<file path="src/sv/rgbfx_pkg.sv">
package rgbfx_pkg;

  localparam int COLOUR_W = 8;
  localparam int PCT_W    = 7;
  localparam int PERIOD_W = 16;
  localparam int ELAPSED_W = 17;
  localparam int SCALE_W  = 14;
  localparam int PROD_W   = 22;
  localparam int DUTY_W   = 8;
  localparam int CMD_W    = 2;
  localparam int ADDR_W   = 5;
  localparam int DATA_W   = 32;
  localparam int IN_W     = 32;
  localparam int OUT_W    = 40;

  localparam logic [PCT_W-1:0] PCT_FULL = 7'd100;
  localparam logic [ELAPSED_W-1:0] ELAPSED_MAX = '1;
  localparam int DUTY_DIVISOR = 10000;
  localparam logic [PROD_W-1:0] DIV_TOP = PROD_W'(DUTY_DIVISOR) << (DUTY_W - 1);

  localparam logic [CMD_W-1:0] CMD_TICK  = 2'd0;
  localparam logic [CMD_W-1:0] CMD_SET   = 2'd1;
  localparam logic [CMD_W-1:0] CMD_FADE  = 2'd2;
  localparam logic [CMD_W-1:0] CMD_POWER = 2'd3;

  localparam logic [2:0] REG_FLASH_EN     = 3'd0;
  localparam logic [2:0] REG_PULSE_EN     = 3'd1;
  localparam logic [2:0] REG_FLASH_PERIOD = 3'd2;
  localparam logic [2:0] REG_PULSE_PERIOD = 3'd3;
  localparam logic [2:0] REG_FADE_PERIOD  = 3'd4;
  localparam logic [2:0] REG_BRIGHTNESS   = 3'd5;

  typedef logic [COLOUR_W-1:0] colour_t;
  typedef logic [ELAPSED_W-1:0] elapsed_t;

endpackage

</file>
<file path="src/sv/rgbfx_mul.sv">
module rgbfx_mul (
  input  logic                          clk,
  input  logic                          rst,
  input  logic                          start,
  input  logic [rgbfx_pkg::SCALE_W-1:0] a,
  input  logic [rgbfx_pkg::DUTY_W-1:0]  b,
  output logic [rgbfx_pkg::PROD_W-1:0]  product,
  output logic                          done
);
  import rgbfx_pkg::*;

  logic [PROD_W-1:0] mcand;
  logic [DUTY_W-1:0] mplier;
  logic [2:0]        cnt;
  logic              busy;

  // shift-add, one multiplier bit per cycle
  always_ff @(posedge clk) begin
    if (rst) begin
      busy <= 1'b0;
      done <= 1'b0;
    end else begin
      done <= 1'b0;
      if (start) begin
        product <= '0;
        mcand   <= PROD_W'(a);
        mplier  <= b;
        cnt     <= '0;
        busy    <= 1'b1;
      end else if (busy) begin
        if (mplier[0]) begin
          product <= product + mcand;
        end
        mcand  <= mcand << 1;
        mplier <= mplier >> 1;
        cnt    <= cnt + 3'd1;
        if (cnt == 3'd7) begin
          busy <= 1'b0;
          done <= 1'b1;
        end
      end
    end
  end

endmodule

</file>
<file path="src/sv/rgbfx_div.sv">
module rgbfx_div (
  input  logic                         clk,
  input  logic                         rst,
  input  logic                         start,
  input  logic [rgbfx_pkg::PROD_W-1:0] dividend,
  output logic [rgbfx_pkg::DUTY_W-1:0] quotient,
  output logic                         done
);
  import rgbfx_pkg::*;

  logic [PROD_W-1:0] rem;
  logic [PROD_W-1:0] dvs;
  logic [2:0]        cnt;
  logic              busy;

  // restoring division by the fixed divisor, one quotient bit per cycle
  always_ff @(posedge clk) begin
    if (rst) begin
      busy <= 1'b0;
      done <= 1'b0;
    end else begin
      done <= 1'b0;
      if (start) begin
        rem      <= dividend;
        dvs      <= DIV_TOP;
        quotient <= '0;
        cnt      <= '0;
        busy     <= 1'b1;
      end else if (busy) begin
        if (rem >= dvs) begin
          rem      <= rem - dvs;
          quotient <= {quotient[DUTY_W-2:0], 1'b1};
        end else begin
          quotient <= {quotient[DUTY_W-2:0], 1'b0};
        end
        dvs <= dvs >> 1;
        cnt <= cnt + 3'd1;
        if (cnt == 3'd7) begin
          busy <= 1'b0;
          done <= 1'b1;
        end
      end
    end
  end

endmodule

</file>
<file path="src/sv/rgb_led_effect_controller.sv">
// the result becomes valid once the bit-serial multiplier has run for the level
// product and the multiplier and then the divider have run for each colour channel
// the block takes a new input only in its idle state; a result still waiting holds
// the block in its last state and so holds off the next input transfer
// reset: synchronous, restores the register defaults and clears colour, timers and flags
module rgb_led_effect_controller (
  input  logic                         clk,
  input  logic                         rst,
  input  logic                         s_tvalid,
  output logic                         s_tready,
  input  logic [rgbfx_pkg::IN_W-1:0]   s_tdata,  // red, green, blue, power_on
  input  logic [rgbfx_pkg::CMD_W-1:0]  s_tuser,  // cmd
  output logic                         m_tvalid,
  input  logic                         m_tready,
  output logic [rgbfx_pkg::OUT_W-1:0]  m_tdata,  // duty_red, duty_green, duty_blue, lit, fading, pulse_level
  input  logic                         psel,
  input  logic                         penable,
  input  logic                         pwrite,
  input  logic [rgbfx_pkg::ADDR_W-1:0] paddr,
  input  logic [rgbfx_pkg::DATA_W-1:0] pwdata,
  output logic [rgbfx_pkg::DATA_W-1:0] prdata,
  output logic                         pready
);
  import rgbfx_pkg::*;

  localparam logic [2:0] ST_IDLE     = 3'd0;
  localparam logic [2:0] ST_LVL_GO   = 3'd1;
  localparam logic [2:0] ST_LVL_WAIT = 3'd2;
  localparam logic [2:0] ST_MUL_GO   = 3'd3;
  localparam logic [2:0] ST_MUL_WAIT = 3'd4;
  localparam logic [2:0] ST_DIV_WAIT = 3'd5;
  localparam logic [2:0] ST_DONE     = 3'd6;

  logic [2:0] state;
  logic [1:0] ch;

  logic                flash_enable, pulse_enable;
  logic [PERIOD_W-1:0] flash_period, pulse_period, fade_period;
  logic [PCT_W-1:0]    brightness;

  colour_t          current_colour [3];
  colour_t          target_colour  [3];
  logic             led_is_on, fade_flag, level_rising;
  logic [PCT_W-1:0] level_percent;
  elapsed_t         flash_elapsed, pulse_elapsed, fade_elapsed;

  colour_t          current_colour_next [3];
  colour_t          target_colour_next  [3];
  logic             led_is_on_next, fade_flag_next, level_rising_next;
  logic [PCT_W-1:0] level_percent_next;
  elapsed_t         flash_elapsed_next, pulse_elapsed_next, fade_elapsed_next;

  logic [SCALE_W-1:0] scale;
  colour_t            duty [3];

  logic                     mul_start, mul_done, div_start, div_done;
  logic [SCALE_W-1:0]       mul_a;
  logic [DUTY_W-1:0]        mul_b;
  logic [PROD_W-1:0]        mul_p;
  logic [DUTY_W-1:0]        div_q;

  logic       s_xfer, wr_en;
  logic [2:0] reg_idx;
  colour_t    in_col [3];
  logic [CMD_W-1:0] cmd;

  assign s_tready = (state == ST_IDLE);
  assign s_xfer   = s_tvalid && s_tready;
  assign pready   = 1'b1;
  assign wr_en    = psel && penable && pwrite && pready;
  assign reg_idx  = paddr[4:2];
  assign cmd      = s_tuser;
  assign in_col[0] = s_tdata[7:0];
  assign in_col[1] = s_tdata[15:8];
  assign in_col[2] = s_tdata[23:16];

  function automatic elapsed_t advance(input elapsed_t t);
    advance = (t == ELAPSED_MAX) ? t : t + 17'd1;
  endfunction

  // item update
  always_comb begin
    elapsed_t t;
    logic     same;
    t = '0;
    same = 1'b1;
    for (int i = 0; i < 3; i++) begin
      current_colour_next[i] = current_colour[i];
      target_colour_next[i]  = target_colour[i];
    end
    led_is_on_next     = led_is_on;
    fade_flag_next     = fade_flag;
    level_rising_next  = level_rising;
    level_percent_next = level_percent;
    flash_elapsed_next = flash_elapsed;
    pulse_elapsed_next = pulse_elapsed;
    fade_elapsed_next  = fade_elapsed;
    case (cmd)
      CMD_TICK: begin
        if (flash_enable) begin
          t = advance(flash_elapsed);
          if (t > ELAPSED_W'(flash_period)) begin
            led_is_on_next = ~led_is_on;
            t = '0;
          end
          flash_elapsed_next = t;
        end
        if (pulse_enable) begin
          t = advance(pulse_elapsed);
          if (t > ELAPSED_W'(pulse_period)) begin
            if (level_rising) begin
              if (level_percent < PCT_FULL) begin
                level_percent_next = level_percent + 7'd1;
              end
              if (level_percent_next >= PCT_FULL) begin
                level_percent_next = PCT_FULL;
                level_rising_next  = 1'b0;
              end
            end else begin
              if (level_percent != '0) begin
                level_percent_next = level_percent - 7'd1;
              end
              if (level_percent_next == '0) begin
                level_rising_next = 1'b1;
              end
            end
            t = '0;
          end
          pulse_elapsed_next = t;
        end
        t = advance(fade_elapsed);
        if (led_is_on_next) begin
          for (int i = 0; i < 3; i++) begin
            if (current_colour[i] != target_colour[i]) begin
              same = 1'b0;
            end
          end
          if (same) begin
            fade_flag_next = 1'b0;
          end else begin
            fade_flag_next = 1'b1;
            if (t > ELAPSED_W'(fade_period)) begin
              for (int i = 0; i < 3; i++) begin
                if (target_colour[i] > current_colour[i]) begin
                  current_colour_next[i] = current_colour[i] + 8'd1;
                end else if (target_colour[i] < current_colour[i]) begin
                  current_colour_next[i] = current_colour[i] - 8'd1;
                end
              end
              t = '0;
            end
          end
        end
        fade_elapsed_next = t;
      end
      CMD_SET: begin
        for (int i = 0; i < 3; i++) begin
          current_colour_next[i] = in_col[i];
          target_colour_next[i]  = in_col[i];
        end
      end
      CMD_FADE: begin
        for (int i = 0; i < 3; i++) begin
          target_colour_next[i] = in_col[i];
        end
      end
      CMD_POWER: begin
        led_is_on_next = s_tdata[24];
      end
      default: begin
      end
    endcase
  end

  // state and configuration
  always_ff @(posedge clk) begin
    if (rst) begin
      flash_enable  <= 1'b0;
      pulse_enable  <= 1'b0;
      flash_period  <= 16'd500;
      pulse_period  <= 16'd50;
      fade_period   <= 16'd1000;
      brightness    <= PCT_FULL;
      for (int i = 0; i < 3; i++) begin
        current_colour[i] <= '0;
        target_colour[i]  <= '0;
      end
      led_is_on     <= 1'b0;
      fade_flag     <= 1'b0;
      level_percent <= PCT_FULL;
      level_rising  <= 1'b0;
      flash_elapsed <= '0;
      pulse_elapsed <= '0;
      fade_elapsed  <= '0;
    end else if (s_xfer) begin
      for (int i = 0; i < 3; i++) begin
        current_colour[i] <= current_colour_next[i];
        target_colour[i]  <= target_colour_next[i];
      end
      led_is_on     <= led_is_on_next;
      fade_flag     <= fade_flag_next;
      level_percent <= level_percent_next;
      level_rising  <= level_rising_next;
      flash_elapsed <= flash_elapsed_next;
      pulse_elapsed <= pulse_elapsed_next;
      fade_elapsed  <= fade_elapsed_next;
    end else if (wr_en) begin
      case (reg_idx)
        REG_FLASH_EN: begin
          flash_enable <= pwdata[0];
          if (pwdata[0]) begin
            flash_elapsed <= '0;
          end
        end
        REG_PULSE_EN: begin
          pulse_enable  <= pwdata[0];
          level_percent <= PCT_FULL;
          if (pwdata[0]) begin
            level_rising  <= 1'b0;
            pulse_elapsed <= '0;
          end
        end
        REG_FLASH_PERIOD: flash_period <= pwdata[15:0];
        REG_PULSE_PERIOD: pulse_period <= pwdata[15:0];
        REG_FADE_PERIOD:  fade_period  <= pwdata[15:0];
        REG_BRIGHTNESS: begin
          brightness <= (pwdata[6:0] > PCT_FULL) ? PCT_FULL : pwdata[6:0];
        end
        default: begin
        end
      endcase
    end
  end

  always_comb begin
    case (reg_idx)
      REG_FLASH_EN:     prdata = DATA_W'(flash_enable);
      REG_PULSE_EN:     prdata = DATA_W'(pulse_enable);
      REG_FLASH_PERIOD: prdata = DATA_W'(flash_period);
      REG_PULSE_PERIOD: prdata = DATA_W'(pulse_period);
      REG_FADE_PERIOD:  prdata = DATA_W'(fade_period);
      REG_BRIGHTNESS:   prdata = DATA_W'(brightness);
      default:          prdata = '0;
    endcase
  end

  // scaling sequencer
  always_comb begin
    mul_start = (state == ST_LVL_GO) || (state == ST_MUL_GO);
    div_start = (state == ST_MUL_WAIT) && mul_done;
    if (state == ST_LVL_GO) begin
      mul_a = SCALE_W'(brightness);
      mul_b = DUTY_W'(level_percent);
    end else begin
      mul_a = scale;
      mul_b = current_colour[ch];
    end
  end

  rgbfx_mul u_mul (
    .clk     (clk),
    .rst     (rst),
    .start   (mul_start),
    .a       (mul_a),
    .b       (mul_b),
    .product (mul_p),
    .done    (mul_done)
  );

  rgbfx_div u_div (
    .clk      (clk),
    .rst      (rst),
    .start    (div_start),
    .dividend (mul_p),
    .quotient (div_q),
    .done     (div_done)
  );

  always_ff @(posedge clk) begin
    if (rst) begin
      state    <= ST_IDLE;
      ch       <= '0;
      m_tvalid <= 1'b0;
    end else begin
      if ((state == ST_DONE) && (!m_tvalid || m_tready)) begin
        m_tvalid <= 1'b1;
      end else if (m_tvalid && m_tready) begin
        m_tvalid <= 1'b0;
      end
      case (state)
        ST_IDLE: begin
          if (s_xfer) begin
            state <= ST_LVL_GO;
          end
        end
        ST_LVL_GO: state <= ST_LVL_WAIT;
        ST_LVL_WAIT: begin
          if (mul_done) begin
            scale <= mul_p[SCALE_W-1:0];
            ch    <= '0;
            state <= ST_MUL_GO;
          end
        end
        ST_MUL_GO: state <= ST_MUL_WAIT;
        ST_MUL_WAIT: begin
          if (mul_done) begin
            state <= ST_DIV_WAIT;
          end
        end
        ST_DIV_WAIT: begin
          if (div_done) begin
            duty[ch] <= led_is_on ? div_q : '0;
            if (ch == 2'd2) begin
              state <= ST_DONE;
            end else begin
              ch    <= ch + 2'd1;
              state <= ST_MUL_GO;
            end
          end
        end
        ST_DONE: begin
          if (!m_tvalid || m_tready) begin
            m_tdata  <= {{(OUT_W - 33){1'b0}}, level_percent, fade_flag, led_is_on,
                         duty[2], duty[1], duty[0]};
            state    <= ST_IDLE;
          end
        end
        default: state <= ST_IDLE;
      endcase
    end
  end

endmodule

</file>
<file path="config.mk">
export PLATFORM = sky130hd
export DESIGN_NAME = rgb_led_effect_controller
export DESIGN_NICKNAME = d
export VERILOG_FILES = /design/src/sv/rgbfx_pkg.sv /design/src/sv/rgbfx_mul.sv /design/src/sv/rgbfx_div.sv /design/src/sv/rgb_led_effect_controller.sv
export SDC_FILE = /design/constraint.sdc
export NUM_CORES = 1
export LEC_CHECK = 0
export ABC_CLOCK_PERIOD_IN_PS = 6880
export BUFFER_PORTS_ARGS = -buffer_cell sky130_fd_sc_hd__clkbuf_2
export CORE_UTILIZATION = 40
export CTS_BUF_LIST = sky130_fd_sc_hd__clkbuf_8
export DETAILED_ROUTE_END_ITERATION = 8
export GPL_ROUTABILITY_DRIVEN = 0
export PLACE_DENSITY_LB_ADDON = 0.25
export SLEW_MARGIN = 20
export SYNTH_ARGS = -nofsm -noshare
export SYNTH_HDL_FRONTEND = slang
export SYNTH_SLANG_ARGS = --single-unit
export TNS_END_PERCENT = 20
</file>
<file path="constraint.sdc">
create_clock -name clk -period 6.88 [get_ports clk]
set_clock_uncertainty 0.2 [all_clocks]
set_input_delay 0.688 -clock clk [delete_from_list [all_inputs] [get_ports clk]]
set_output_delay 0.688 -clock clk [all_outputs]
set_load 0.005 [all_outputs]
</file>
[Word-level counts from Yosys, hierarchy flattened]
Memories as Yosys holds them, arrays and structs flattened. A register that Yosys moved wholly into a read port is not among the register bits.
Index checks and enable logic that the tools add are counted.
Storage, ports and cells
  register bits after elaboration: 284
  latch bits: 0
  bits in writable memories: 72
  memory bits (read-only): 0
  output and inout port bits: 75
  memories kept: 3
Memory list
  current_colour: words 3, bits a word 8, rd ports 4, clocked after memory_dff 1, write ports 3, RTL line rgb_led_effect_controller.sv:41  | colour_t current_colour [3];
  duty: words 3, bits a word 8, rd ports 3, clocked after memory_dff 3, write ports 1, RTL line rgb_led_effect_controller.sv:54  | colour_t duty [3];
  target_colour: words 3, bits a word 8, rd ports 3, clocked after memory_dff 0, write ports 3, RTL line rgb_led_effect_controller.sv:42  | colour_t target_colour [3];
Operators by class
  add/subtract/negate cells: 16
  $mul: 0
  divide/modulo/power cells: 0
  $lt $le $gt $ge: 13
  equality and inequality tests: 33
  shift-type cells: 0
  muxes and demuxes: 125
  bitwise operators: 11
  reductions and logical operators: 49
Operators by type and width (number)
  two-way mux 17 bit: 19
  two-way mux 8 bit: 17
  two-way mux 7 bit: 19
  two-way mux 22 bit: 6
  two-way mux 24 bit: 4
  one-hot mux 16 bit (6 select lines): 1
  adder 17 x 1 -> 17 bit, second input constant: 3
  == test 17 bit, second input constant: 3
  > comparator 17 x 16 -> 1 bit: 3
  one-hot mux 24 bit (2 select lines): 1
  two-way mux 1 bit: 39
  AND reduction 3 bit: 11
  two-way mux 14 bit: 2
  adder 8 x 1 -> 8 bit, second input constant: 3
  > comparator 8 bit: 3
  < comparator 8 bit: 3
  two-way mux 3 bit: 8
  != test 8 bit: 3
  subtractor 8 x 1 -> 8 bit, second input constant: 3
  adder 22 bit: 1
  greater-or-equal comparator 22 x 21 -> 1 bit: 1
  nonzero test 2 bit: 11
  subtractor 22 x 21 -> 22 bit: 1
  == test 3 bit, second input constant: 7
  other kinds (33): 75

[Depth between registers and ports, before layout]
Gate-level depths: netlist of the first run.
  depth after elaboration: 13
  mapped depth: 19
  mapped depth without buffers: 17

[By module]
Synthesis of the first run repeated with hierarchy kept, for this count alone.
Second synthesis, totals
  cells, all modules: 2235
  area, all modules: 21368.0 sq um
By module, submodules not included
  rgb_led_effect_controller: times used 1, cells each 1593, area each 14550.2 sq um, sequential area each 6095.8 sq um
  rgbfx_div: times used 1, cells each 358, area each 3547.2 sq um, sequential area each 1661.6 sq um
  rgbfx_mul: times used 1, cells each 284, area each 3270.6 sq um, sequential area each 1691.6 sq um

[Worst setup path after synthesis of the first run]
Ideal clock, no wire load.
  path kind: register -> register
  start point: register state[2]
  end point: register u_div.rem[0] (enable)
  data arrival time: 4.260 ns
  required time: 6.245 ns
  slack: 1.985 ns
  cell stages (with the launch flop): 7
  clock period less this slack: 4.895 ns
  path through: dfxtp_1 -> clkbuf_1 -> nand3_1 -> inv_1 -> nor2_1 -> nor2_1 -> a21boi_0
On the way
  word-level cells in the longest chain between the ends: 4
Ends and longest elaborated chain
  from (decl): RTL line rgb_led_effect_controller.sv:34  | logic [2:0] state;
  from (signal assigned): RTL line rgb_led_effect_controller.sv:281  | state <= ST_IDLE;
  from (signal assigned): RTL line rgb_led_effect_controller.sv:293  | state <= ST_LVL_GO;
  from (signal assigned): RTL line rgb_led_effect_controller.sv:296  | ST_LVL_GO: state <= ST_LVL_WAIT;
  == test 3 bit *: RTL line rgb_led_effect_controller.sv:250  | div_start = (state == ST_MUL_WAIT) && mul_done;
  logical AND 1 bit *: RTL line rgb_led_effect_controller.sv:250
  nonzero test 2 bit (no source line)
  AND reduction 3 bit (no source line) *
  to (signal assigned): RTL line rgbfx_div.sv:24  | rem <= dividend;
  to (signal assigned): RTL line rgbfx_div.sv:31  | rem <= rem - dvs;
  to (decl): RTL line rgbfx_div.sv:11  | logic [PROD_W-1:0] rem;
Mark *: on every way between the ends. The rest lies on a longest branch, timed or not.
A chain may end at the register's enable or synchronous reset.

==> reports/summary.txt, run 1 <==
PostCTS Resize Cnt -> 0
CP Buf/Inv Count -> 1
critical path class -> reg2reg
Sink Count -> 358
area delta synth->final -> 10.9%
vias -> 16100
Leakage -> 9.29 nW
Netlist cell types -> 87
Crit path required time -> 6.95 ns
die area -> 0.0533 mm^2
WL/cell -> 16.6 um
count leader, synth -> nand2_1
cells along the critical path -> nand3_1, nor4_4, nor2_1, and3_1, xor2_1, ha_1, nand4_1, nor3_1, a2111o_1, a221oi_4, a21oi_2, xnor2_2, buf_4, nor3_4, o21ba_1
measured slew at the worst slew-check pin -> 0.982 ns
delay-heaviest family, CP -> simple AND/OR/NAND/NOR gates
crit path max-delay cell type -> o21ba_1
final setup violation count -> 0
top post-synthesis cells by area -> edfxtp_1 33%, dfxtp_1 12%, ha_1 8.8%
CTS H-tree depth -> 3
DRC -> 0
Initial Utilization -> 40.7%
vias in the first global route -> 15252
Max-slew headroom -> 34.5%
worst hold path class -> in2reg
IO Pins -> 153
Critical Path Sink Type -> flop
Clk Tree Root Cell -> clkbuf_8
Peak VDD IR -> 0.000137 V
Fin Hold WS -> 0.0808 ns
final WL -> 49900 um
cell count after placement -> 2886
top_reg_cell synth -> edfxtp_1
commonest cells in the synthesized netlist -> 233 x nand2_1, 228 x edfxtp_1, 215 x nor2_1
max-slew violation count -> 0
largest net degree at the start of global routing -> 87
Syn Inst Count -> 2187
share of cells above drive strength 1 -> 11.7%
endpoints failing hold -> 0
max incr delay on CP -> 0.49 ns
nets -> 2506
async set-reset flop share out of synthesis -> 0%
initial antenna violation count -> 1
Placeable Area -> 0.0515 mm^2
setup tns final -> 0 ns
Yosys top cell area share -> 32.7%
Syn Area/Cell -> 9.58 um^2
FF+latch count, synth -> 358
Synth area leader -> edfxtp_1
DPL Wire Length -> 35500 um
CP startpoint kind -> flop
max_cap viols -> 0
Post-Syn Area -> 0.0209 mm^2
crit-path max FO -> 20
Post-CTS Setup Repair Bufs -> 0
clock insertion delay at the later pin of the skew report -> 0.65 ns
final cell count without fillers -> 3010
clk buf depth -> 3
RSZ-0062 raised after global routing -> no
Die X -> 231 um
CTS tree -> yes
hold_buf cts -> 0
Worst-path clk slew -> 0.06 ns
initial drt markers -> 1121
TritonCTS Buffers -> 67
fin crit period -> 5.02 ns
Pre-antenna DRT Iters -> 6
Layout fillers -> 4957
vias per cell -> 5.35
cell row count -> 83
Die Ht -> 231 um
crit path DAT -> 5.09 ns
first-pass GRT wire length -> 79900 um
fmax -> 199 MHz
Final Cycle Share -> 73.0%
EDFF count, synth -> 228
gr usage total -> 18.7%
Seq/Total Area, Yosys -> 45.1%
Synth Warn # -> 0
pwr dens -> 272 mW/mm^2
# port buffers -> 103
GR Overflow Total -> 0
status -> completed
Routed Antenna Nets -> 0
total design power -> 0.00632 W
==> metrics by stage <==
| step | util [%] | cell area (um^2) | worst slack, ns |
|---|---|---|---|
| CTS | 45.1 | 23200 | 1.82 |
| finish | 45.1 | 23200 | 1.86 |
| global placement | 42.6 | 22000 | 1.92 |
| floorplan | - | 21000 | 1.99 |
| detailed placement | 42.6 | 22000 | 1.87 |
| global route | 45.1 | 23200 | 1.46 |
==> final timing paths <==
| check | startpoint | slack (ns) | to | cells past startpoint |
|---|---|---|---|---|
| max | flash_elapsed[4] | 1.86 | current_colour[0][4] | 15 |
| min | pwdata[8] | 0.08 | flash_period[8] | 2 |
| max reg2reg | flash_elapsed[4] | 1.86 | current_colour[0][4] | 15 |
| min reg2reg | duty[0][5] | 0.22 | m_tdata[5] | 0 |
==> area by class of cell <==
cell class | count | area (um^2) | area share [%]
Inverter | 124 | 465 | 2.00
Tap cell | 680 | 851 | 3.66
Clock buffer | 69 | 950 | 4.09
Sequential cell | 358 | 9450 | 40.7
Clock inverter | 54 | 309 | 1.33
Multi-Input combinational cell | 1600 | 10500 | 45.3
Timing Repair Buffer | 124 | 676 | 2.91
Antenna cell | 1 | 2.50 | 0.0108
==> logic make-up (layout without fill, tap and decap cells) <==
family                   after synthesis  in the layout  share of synthesized area, %
multiplexers                          61             61                          2.96
other                                  2             25                        0.0358
adder cells (fa/ha/maj)              153            153                          9.32
flip-flops                           358            358                          45.1
AND/OR/NAND/NOR                      788            788                          18.5
AO/OA/AOI/OAI                        481            481                          14.9
XOR/XNOR                              93             93                          3.92
buffers and inverters                251            371                          5.23
==> cell usage in the layout, fill, tap and decap left out, types with 7 or more instances in the layout <==
cell type  instances
o211ai_1          14
o21a_1            22
a22oi_1            7
xnor2_1           48
nand3_1           54
o22ai_1           16
inv_1            140
and3_1            21
nand3b_1          11
nand2_1          233
a21oi_1          177
dfxtp_1          130
clkbuf_8          69
nand4_1           38
nand2b_1          28
nor3b_1           11
nor2_1           213
mux2i_1           54
edfxtp_1         228
a21o_1            33
nor3_1            34
or3_1              9
nor4_1            11
nor2b_1           17
o21ai_0           74
buf_4             22
a211o_1           20
a31oi_1           11
clkbuf_2         102
ha_1             148
xor2_1            44
mux2_2             7
and2_1            64
o21bai_1          15
conb_1            24
o21ai_1           15
a211oi_1          13
clkinv_1          20
clkinv_2          10
==> state kept, by name (all words and copies together), names as in the netlist, 21 cells and up, named ones only <==
name            cells
u_mul.product      22
current_colour     24
u_div.rem          22
m_tdata            33
u_mul.mcand        22
duty               24
target_colour      24
u_div.dvs          21
==> worst reg2reg max path: cells and delay by family (launching register included) <==
| family | cells | cell delay (ns) |
|---|---|---|
| and+or+nand+nor | 7 | 1.57 |
| xor gates and xnor gates | 2 | 0.38 |
| adders and majority gates | 1 | 0.29 |
| buffers and inverters | 1 | 0.24 |
| DFF | 1 | 0.46 |
| AOI/OAI and AO/OA | 4 | 1.52 |
==> layer usage <==
| metal | vias to the layer above | routed length [um] | GRT usage [%] | part of all wire [%] |
|---|---|---|---|---|
| li1 | 7963 | - | - | - |
| met1 | 7681 | 23800 | 25.8 | 48 |
| met2 | 379 | 22600 | 29.3 | 45 |
| met3 | 77 | 2360 | 3.35 | 4.7 |
| met4 | 0 | 1130 | 6.13 | 2.3 |
| met5 | - | 0 | 0 | 0 |
==> report_power, final <==
part | switching, W | total, W | internal (W)
clock network | 0.000955 | 0.00198 | 0.00102
logic | 0.000993 | 0.00166 | 0.000662
registers | 0.000127 | 0.00269 | 0.00256
Note: power is estimated with default switching activity, not from simulation.
==> inputs of run 2 (changes only) <==
--- a/config.mk
+++ b/config.mk
@@ -5,7 +5,7 @@
 export SDC_FILE = /design/constraint.sdc
 export NUM_CORES = 1
 export LEC_CHECK = 0
-export ABC_CLOCK_PERIOD_IN_PS = 6880
+export ABC_CLOCK_PERIOD_IN_PS = 4800
 export BUFFER_PORTS_ARGS = -buffer_cell sky130_fd_sc_hd__clkbuf_2
 export CORE_UTILIZATION = 40
 export CTS_BUF_LIST = sky130_fd_sc_hd__clkbuf_8
==> constraint.sdc (replaced) <==
create_clock -name clk -period 4.8 [get_ports clk]
set_clock_uncertainty 0.2 [all_clocks]
set_input_delay 0.48 -clock clk [delete_from_list [all_inputs] [get_ports clk]]
set_output_delay 0.48 -clock clk [all_outputs]
set_load 0.005 [all_outputs]
==> reports/summary.txt, run 2 (synthesis gave the netlist of run 1 again) <==
Final Cycle Share -> 93.7% (+21 points)
Clk Tree Root Cell -> clkbuf_8
crit path DAT -> 4.61 ns (-0.48 ns)
logic gate share of total power -> 26.2% (about the same)
WL/cell -> 16.6 um (+0.38%)
Initial Utilization -> 40.7% (unchanged)
Pint -> 0.00629 W (+48%)
Clock power frac -> 31.8% (+0.5 points)
Die X -> 231 um (unchanged)
max_cap viols -> 0 (unchanged)
Leakage -> 9.54 nW (+2.8%)
vias in the first global route -> 15810 (+3.7%)
CTS H-tree depth -> 3 (unchanged)
Worst-path clk slew -> 0.06 ns (about the same)
delay-heaviest family, CP -> simple AND/OR/NAND/NOR gates
initial antenna violation count -> 1 (unchanged)
final setup violation count -> 0 (unchanged)
Largest register FFs -> 33 (unchanged)
pwr dens -> 387 mW/mm^2 (+42%)
Seq. cell area -> 0.00945 mm^2 (unchanged)
endpoints failing hold -> 0 (unchanged)
measured slew at the worst slew-check pin -> 1.09 ns (+0.109 ns)
Max-slew headroom -> 26.8% (-7.7 points)
Die Ht -> 231 um (unchanged)
P_sw -> 0.00291 W (+40%)
CP Launch Point -> flash_elapsed[8]
IO Pins -> 153 (unchanged)
multi-input logic area -> 0.0105 mm^2 (unchanged)
Routed Antenna Nets -> 0 (unchanged)
sequential share of power -> 42.0% (-0.5 points)
TritonCTS Buffers -> 67 (unchanged)
max-slew violation count -> 0 (unchanged)
Crit path top cell by count -> nor2_1
die area -> 0.0533 mm^2 (unchanged)
critical path class -> reg2reg
Critical Path Sink Type -> flop
DRC -> 0 (unchanged)
crit path max-delay cell type -> dfxtp_1
Worst path depth -> 15 (unchanged)
most frequent cells in the layout -> 233 x nand2_1, 228 x edfxtp_1, 212 x nor2_1, 177 x a21oi_1, 148 x ha_1
# port buffers -> 103 (unchanged)
cell row count -> 83 (unchanged)
cells along the critical path -> nand4_1, nor4_4, nor2_1, and3_1, xor2_1, ha_1, a211oi_1, nor2_1, a2111o_1, a221oi_4, a21oi_4, xnor2_2, nor3_4, o21ba_1, buf_4
CP Buf/Inv Count -> 1 (unchanged)
worst reg-to-reg path cell count -> 15 (unchanged)
reg-to-reg startpoint -> flash_elapsed[8]
RSZ-0062 raised after global routing -> no
vias -> 16321 (+1.4%)
nets -> 2557 (+2.0%)
fmax -> 222 MHz (+12%)
final cell count without fillers -> 3055 (+1.5%)
cell count after placement -> 2897 (+0.38%)
CTS tree -> yes
Placeable Area -> 0.0515 mm^2 (unchanged)
final WL -> 50800 um (+1.9%)
status -> completed
fin crit period -> 4.50 ns (-0.526 ns)
R2R Path End -> current_colour[0][4]
Pre-antenna DRT Iters -> 5 (-1)
Peak VDD IR -> 0.000217 V (+59%)
placed cell areas -> 0.0220 mm^2 (+0.32%)
Crit path required time -> 4.92 ns (-2.03 ns)
Post-CTS Setup Repair Bufs -> 0 (unchanged)
DPL Wire Length -> 36300 um (+2.2%)
Sink Count -> 358 (unchanged)
max incr delay on CP -> 0.43 ns (-0.06 ns)
GR Overflow Total -> 0 (unchanged)
first-pass GRT wire length -> 82300 um (+3.0%)
Reg2Reg Setup Slack -> 0.30 ns (-1.55 ns)
gr usage total -> 19.2% (+0.56 points)
area delta synth->final -> 13.5%
design area -> 0.0238 mm^2 (+2.4%)
Layout fillers -> 4917 (-0.81%)
clock insertion delay at the later pin of the skew report -> 0.64 ns (about the same)
crit-path max FO -> 8 (-60%)
CP startpoint kind -> flop
Top reg by flops -> m_tdata
share of cells above drive strength 1 -> 12.1% (+0.41 points)
Net Sw Frac -> 31.7% (-1.1 points)
setup tns final -> 0 ns (unchanged)
clk buf depth -> 3 (unchanged)
initial drt markers -> 1070 (-4.5%)
HP Start -> m_tready
largest net degree at the start of global routing -> 71 (-18%)
commonest non-fill, non-tap cell in the layout -> nand2_1
worst hold path class -> in2reg
CP endpoint -> current_colour[0][4]
vias per cell -> 5.34 (-0.12%)
run 2: per-layer routing:
metal	wire, um	share of wire, %	GRT usage, %
met5	0	0	0
met3	2940	5.8	3.73
met1	23500	46	25.9
met2	23300	46	30.5
met4	1040	2.0	6.95
run 2: repair_timing:
action,4_1_cts,5_1_grt
hold buffers,40,0
endpoints found under the setup margin,0,24
resized for setup,0,5
hold endpoints to repair,101,0
run 2: layout make-up:
type / instances / share of cell area [%]
tap: 680 / 3.58
inverter: 124 / 1.96
timing repair buffer: 175 / 4.87
antenna: 1 / 0.0105
sequential: 358 / 39.7
clock buffer: 81 / 4.69
clock inverter: 36 / 0.884
multi-input combinational: 1600 / 44.3
run 2: how the worst min path moves through the flow:
stage | cells after the start | slack (ns) | endpoint
finish | 3 | 0.08 | m_tvalid
global route | 3 | 0.06 | m_tvalid
CTS | 3 | 0.02 | m_tvalid
detailed placement | 0 | 0.20 | m_tdata[19]
global placement | 0 | 0.21 | m_tdata[7]
floorplan | 0 | 0.20 | m_tdata[0]
run 2: per-stage QoR:
step	setup slack, ns	power [W]	hold WS (ns)	util, %
after floorplan	0.442	0.00571	0.200	-
after global placement	0.277	0.00623	0.207	42.8
after detailed placement	0.214	0.00629	0.205	42.8
after CTS	0.161	0.00932	0.0165	46.1
after global routing	0.0651	0.00981	0.0617	46.2
final	0.302	0.00920	0.0774	46.2
run 2: power by group through the flow:
| stage | Clock (W) | Combinational (W) | Sequential, W |
|---|---|---|---|
| after global routing | 0.00318 | 0.00274 | 0.00390 |
| final | 0.00293 | 0.00241 | 0.00387 |
| after CTS | 0.00304 | 0.00242 | 0.00387 |
| after global placement | 0 | 0.00231 | 0.00392 |
| after floorplan | 0 | 0.00187 | 0.00384 |
| after detailed placement | 0 | 0.00236 | 0.00393 |
run 2: tightest hold or removal path: cells and delay by family:
family / cells / cell delay, ns
buffers and inverters: 1 / 0.08
and+or+nand+nor: 1 / 0.18
AOI/OAI and AO/OA: 1 / 0.09
==> inputs of run 3 (changes only) <==
--- a/config.mk
+++ b/config.mk
@@ -11,6 +11,7 @@
 export CTS_BUF_LIST = sky130_fd_sc_hd__clkbuf_8
 export DETAILED_ROUTE_END_ITERATION = 8
 export GPL_ROUTABILITY_DRIVEN = 0
+export MAX_ROUTING_LAYER = met4
 export PLACE_DENSITY_LB_ADDON = 0.25
 export SLEW_MARGIN = 20
 export SYNTH_ARGS = -nofsm -noshare
==> reports/summary.txt, run 3 (synthesis gave the netlist of run 1 again) <==
Worst-path clk slew -> 0.06 ns (about the same)
Die Ht -> 231 um (unchanged)
WL/cell -> 16.6 um (about the same)
Largest register FFs -> 33 (unchanged)
vias per cell -> 5.32 (-0.40%)
die area -> 0.0533 mm^2 (unchanged)
clk buf depth -> 3 (unchanged)
cell row count -> 83 (unchanged)
CTS tree -> yes
gr usage total -> 19.8% (+0.58 points)
most frequent cells in the layout -> 233 x nand2_1, 228 x edfxtp_1, 212 x nor2_1, 177 x a21oi_1, 148 x ha_1
Post-CTS Setup Repair Bufs -> 0 (unchanged)
Crit path required time -> 4.92 ns (about the same)
fmax -> 222 MHz (about the same)
CP Launch Point -> flash_elapsed[4]
Reg2Reg Setup Slack -> 0.30 ns (about the same)
initial antenna violation count -> 1 (unchanged)
Routed Antenna Nets -> 0 (unchanged)
setup tns final -> 0 ns (unchanged)
reg-to-reg startpoint -> flash_elapsed[4]
TritonCTS Buffers -> 67 (unchanged)
clock insertion delay at the later pin of the skew report -> 0.63 ns (about the same)
largest net degree at the start of global routing -> 71 (unchanged)
Max-slew headroom -> 27.3% (+0.57 points)
final setup violation count -> 0 (unchanged)
fin crit period -> 4.50 ns (+0.00269 ns)
critical path class -> reg2reg
CP startpoint kind -> flop
IO Pins -> 153 (unchanged)
CP endpoint -> current_colour[0][4]
Final Cycle Share -> 93.8% (about the same)
share of cells above drive strength 1 -> 12.1% (unchanged)
Die X -> 231 um (unchanged)
DRC -> 0 (unchanged)
crit-path max FO -> 8 (unchanged)
Sink Count -> 358 (unchanged)
Clk Tree Root Cell -> clkbuf_8
endpoints failing hold -> 0 (unchanged)
vias in the first global route -> 15791 (-0.12%)
commonest non-fill, non-tap cell in the layout -> nand2_1
GR Overflow Total -> 0 (unchanged)
area delta synth->final -> 13.5% (unchanged)
Initial Utilization -> 40.7% (unchanged)
status -> completed
crit path DAT -> 4.62 ns (about the same)
final WL -> 50800 um (about the same)
Pre-antenna DRT Iters -> 5 (unchanged)
R2R Path End -> current_colour[0][4]
placed cell areas -> 0.0220 mm^2 (unchanged)
CTS H-tree depth -> 3 (unchanged)
Top reg by flops -> m_tdata
Leakage -> 9.54 nW (unchanged)
initial drt markers -> 1071 (+0.093%)
max-slew violation count -> 0 (unchanged)
Peak VDD IR -> 0.000217 V (-0.13%)
final core utilization -> 46.2% (unchanged)
pwr dens -> 387 mW/mm^2 (about the same)
worst hold path class -> in2reg
Placeable Area -> 0.0515 mm^2 (unchanged)
max_cap viols -> 0 (unchanged)
# port buffers -> 103 (unchanged)
total design power -> 0.00921 W (about the same)
first-pass GRT wire length -> 82300 um (about the same)
worst reg-to-reg path cell count -> 15 (unchanged)
nets -> 2557 (unchanged)
DPL Wire Length -> 36300 um (unchanged)
measured slew at the worst slew-check pin -> 1.08 ns (-0.00844 ns)
design area -> 0.0238 mm^2 (unchanged)
vias -> 16256 (-0.40%)
RSZ-0062 raised after global routing -> no
Critical Path Sink Type -> flop
## run 3: power breakdown
group	internal, W	switching, W	total (W)	leakage, nW
Clock	0.00163	0.00130	0.00293	0.751
Combinational	0.000983	0.00143	0.00241	5.59
Sequential	0.00367	0.000192	0.00387	3.20
## run 3: metal layers
metal	GRT usage (%)	share of wire (%)
met5	-	0
met4	6.95	2.0
met3	3.77	5.7
met2	30.5	46
met1	25.9	46
## run 3: stage by stage
| stage | instances | setup WS (ns) | hold WS, ns |
|---|---|---|---|
| finish | 3055 | 0.299 | 0.0730 |
| global route | 3055 | 0.0651 | 0.0617 |
| CTS | 3054 | 0.161 | 0.0165 |
| detailed placement | 2897 | 0.214 | 0.205 |
| global placement | 2897 | 0.277 | 0.207 |
| floorplan | 2209 | 0.442 | 0.200 |
## run 3: cell type report
class	count	area, um^2
Fill cell	4917	27700
Multi-Input combinational cell	1600	10500
Sequential cell	358	9450
Timing Repair Buffer	175	1160
Clock buffer	81	1110
Tap cell	680	851
Inverter	124	465
Clock inverter	36	210
Antenna cell	1	2.50
## run 3: worst min path at each step
stage                     cells after the start  slack (ns)  startpoint     endpoint
final                                         3        0.07    m_tready     m_tvalid
after global routing                          3        0.06    m_tready     m_tvalid
after CTS                                     3        0.02    m_tready     m_tvalid
after detailed placement                      0        0.20  duty[2][3]  m_tdata[19]
after global placement                        0        0.21  duty[0][7]   m_tdata[7]
after floorplan                               0        0.20  duty[0][0]   m_tdata[0]
## run 3: timing repair
item	4_1_cts	5_1_grt
hold buffers	40	0
hold endpoints to repair	101	0
resized for setup	0	5
setup endpoints to repair	0	24
## run 3: critical path, stage by stage (launching register included)
cell      delay, ns
dfxtp_1        0.46
nand3_1        0.21
nor4_4         0.41
nor2_1         0.14
and3_1         0.21
xor2_1         0.21
ha_1           0.29
a211oi_1       0.23
nor2_1         0.08
a2111o_1       0.34
a221oi_4       0.40
a21oi_4        0.16
xnor2_2        0.20
nor3_4         0.30
o21ba_1        0.18
buf_4          0.18
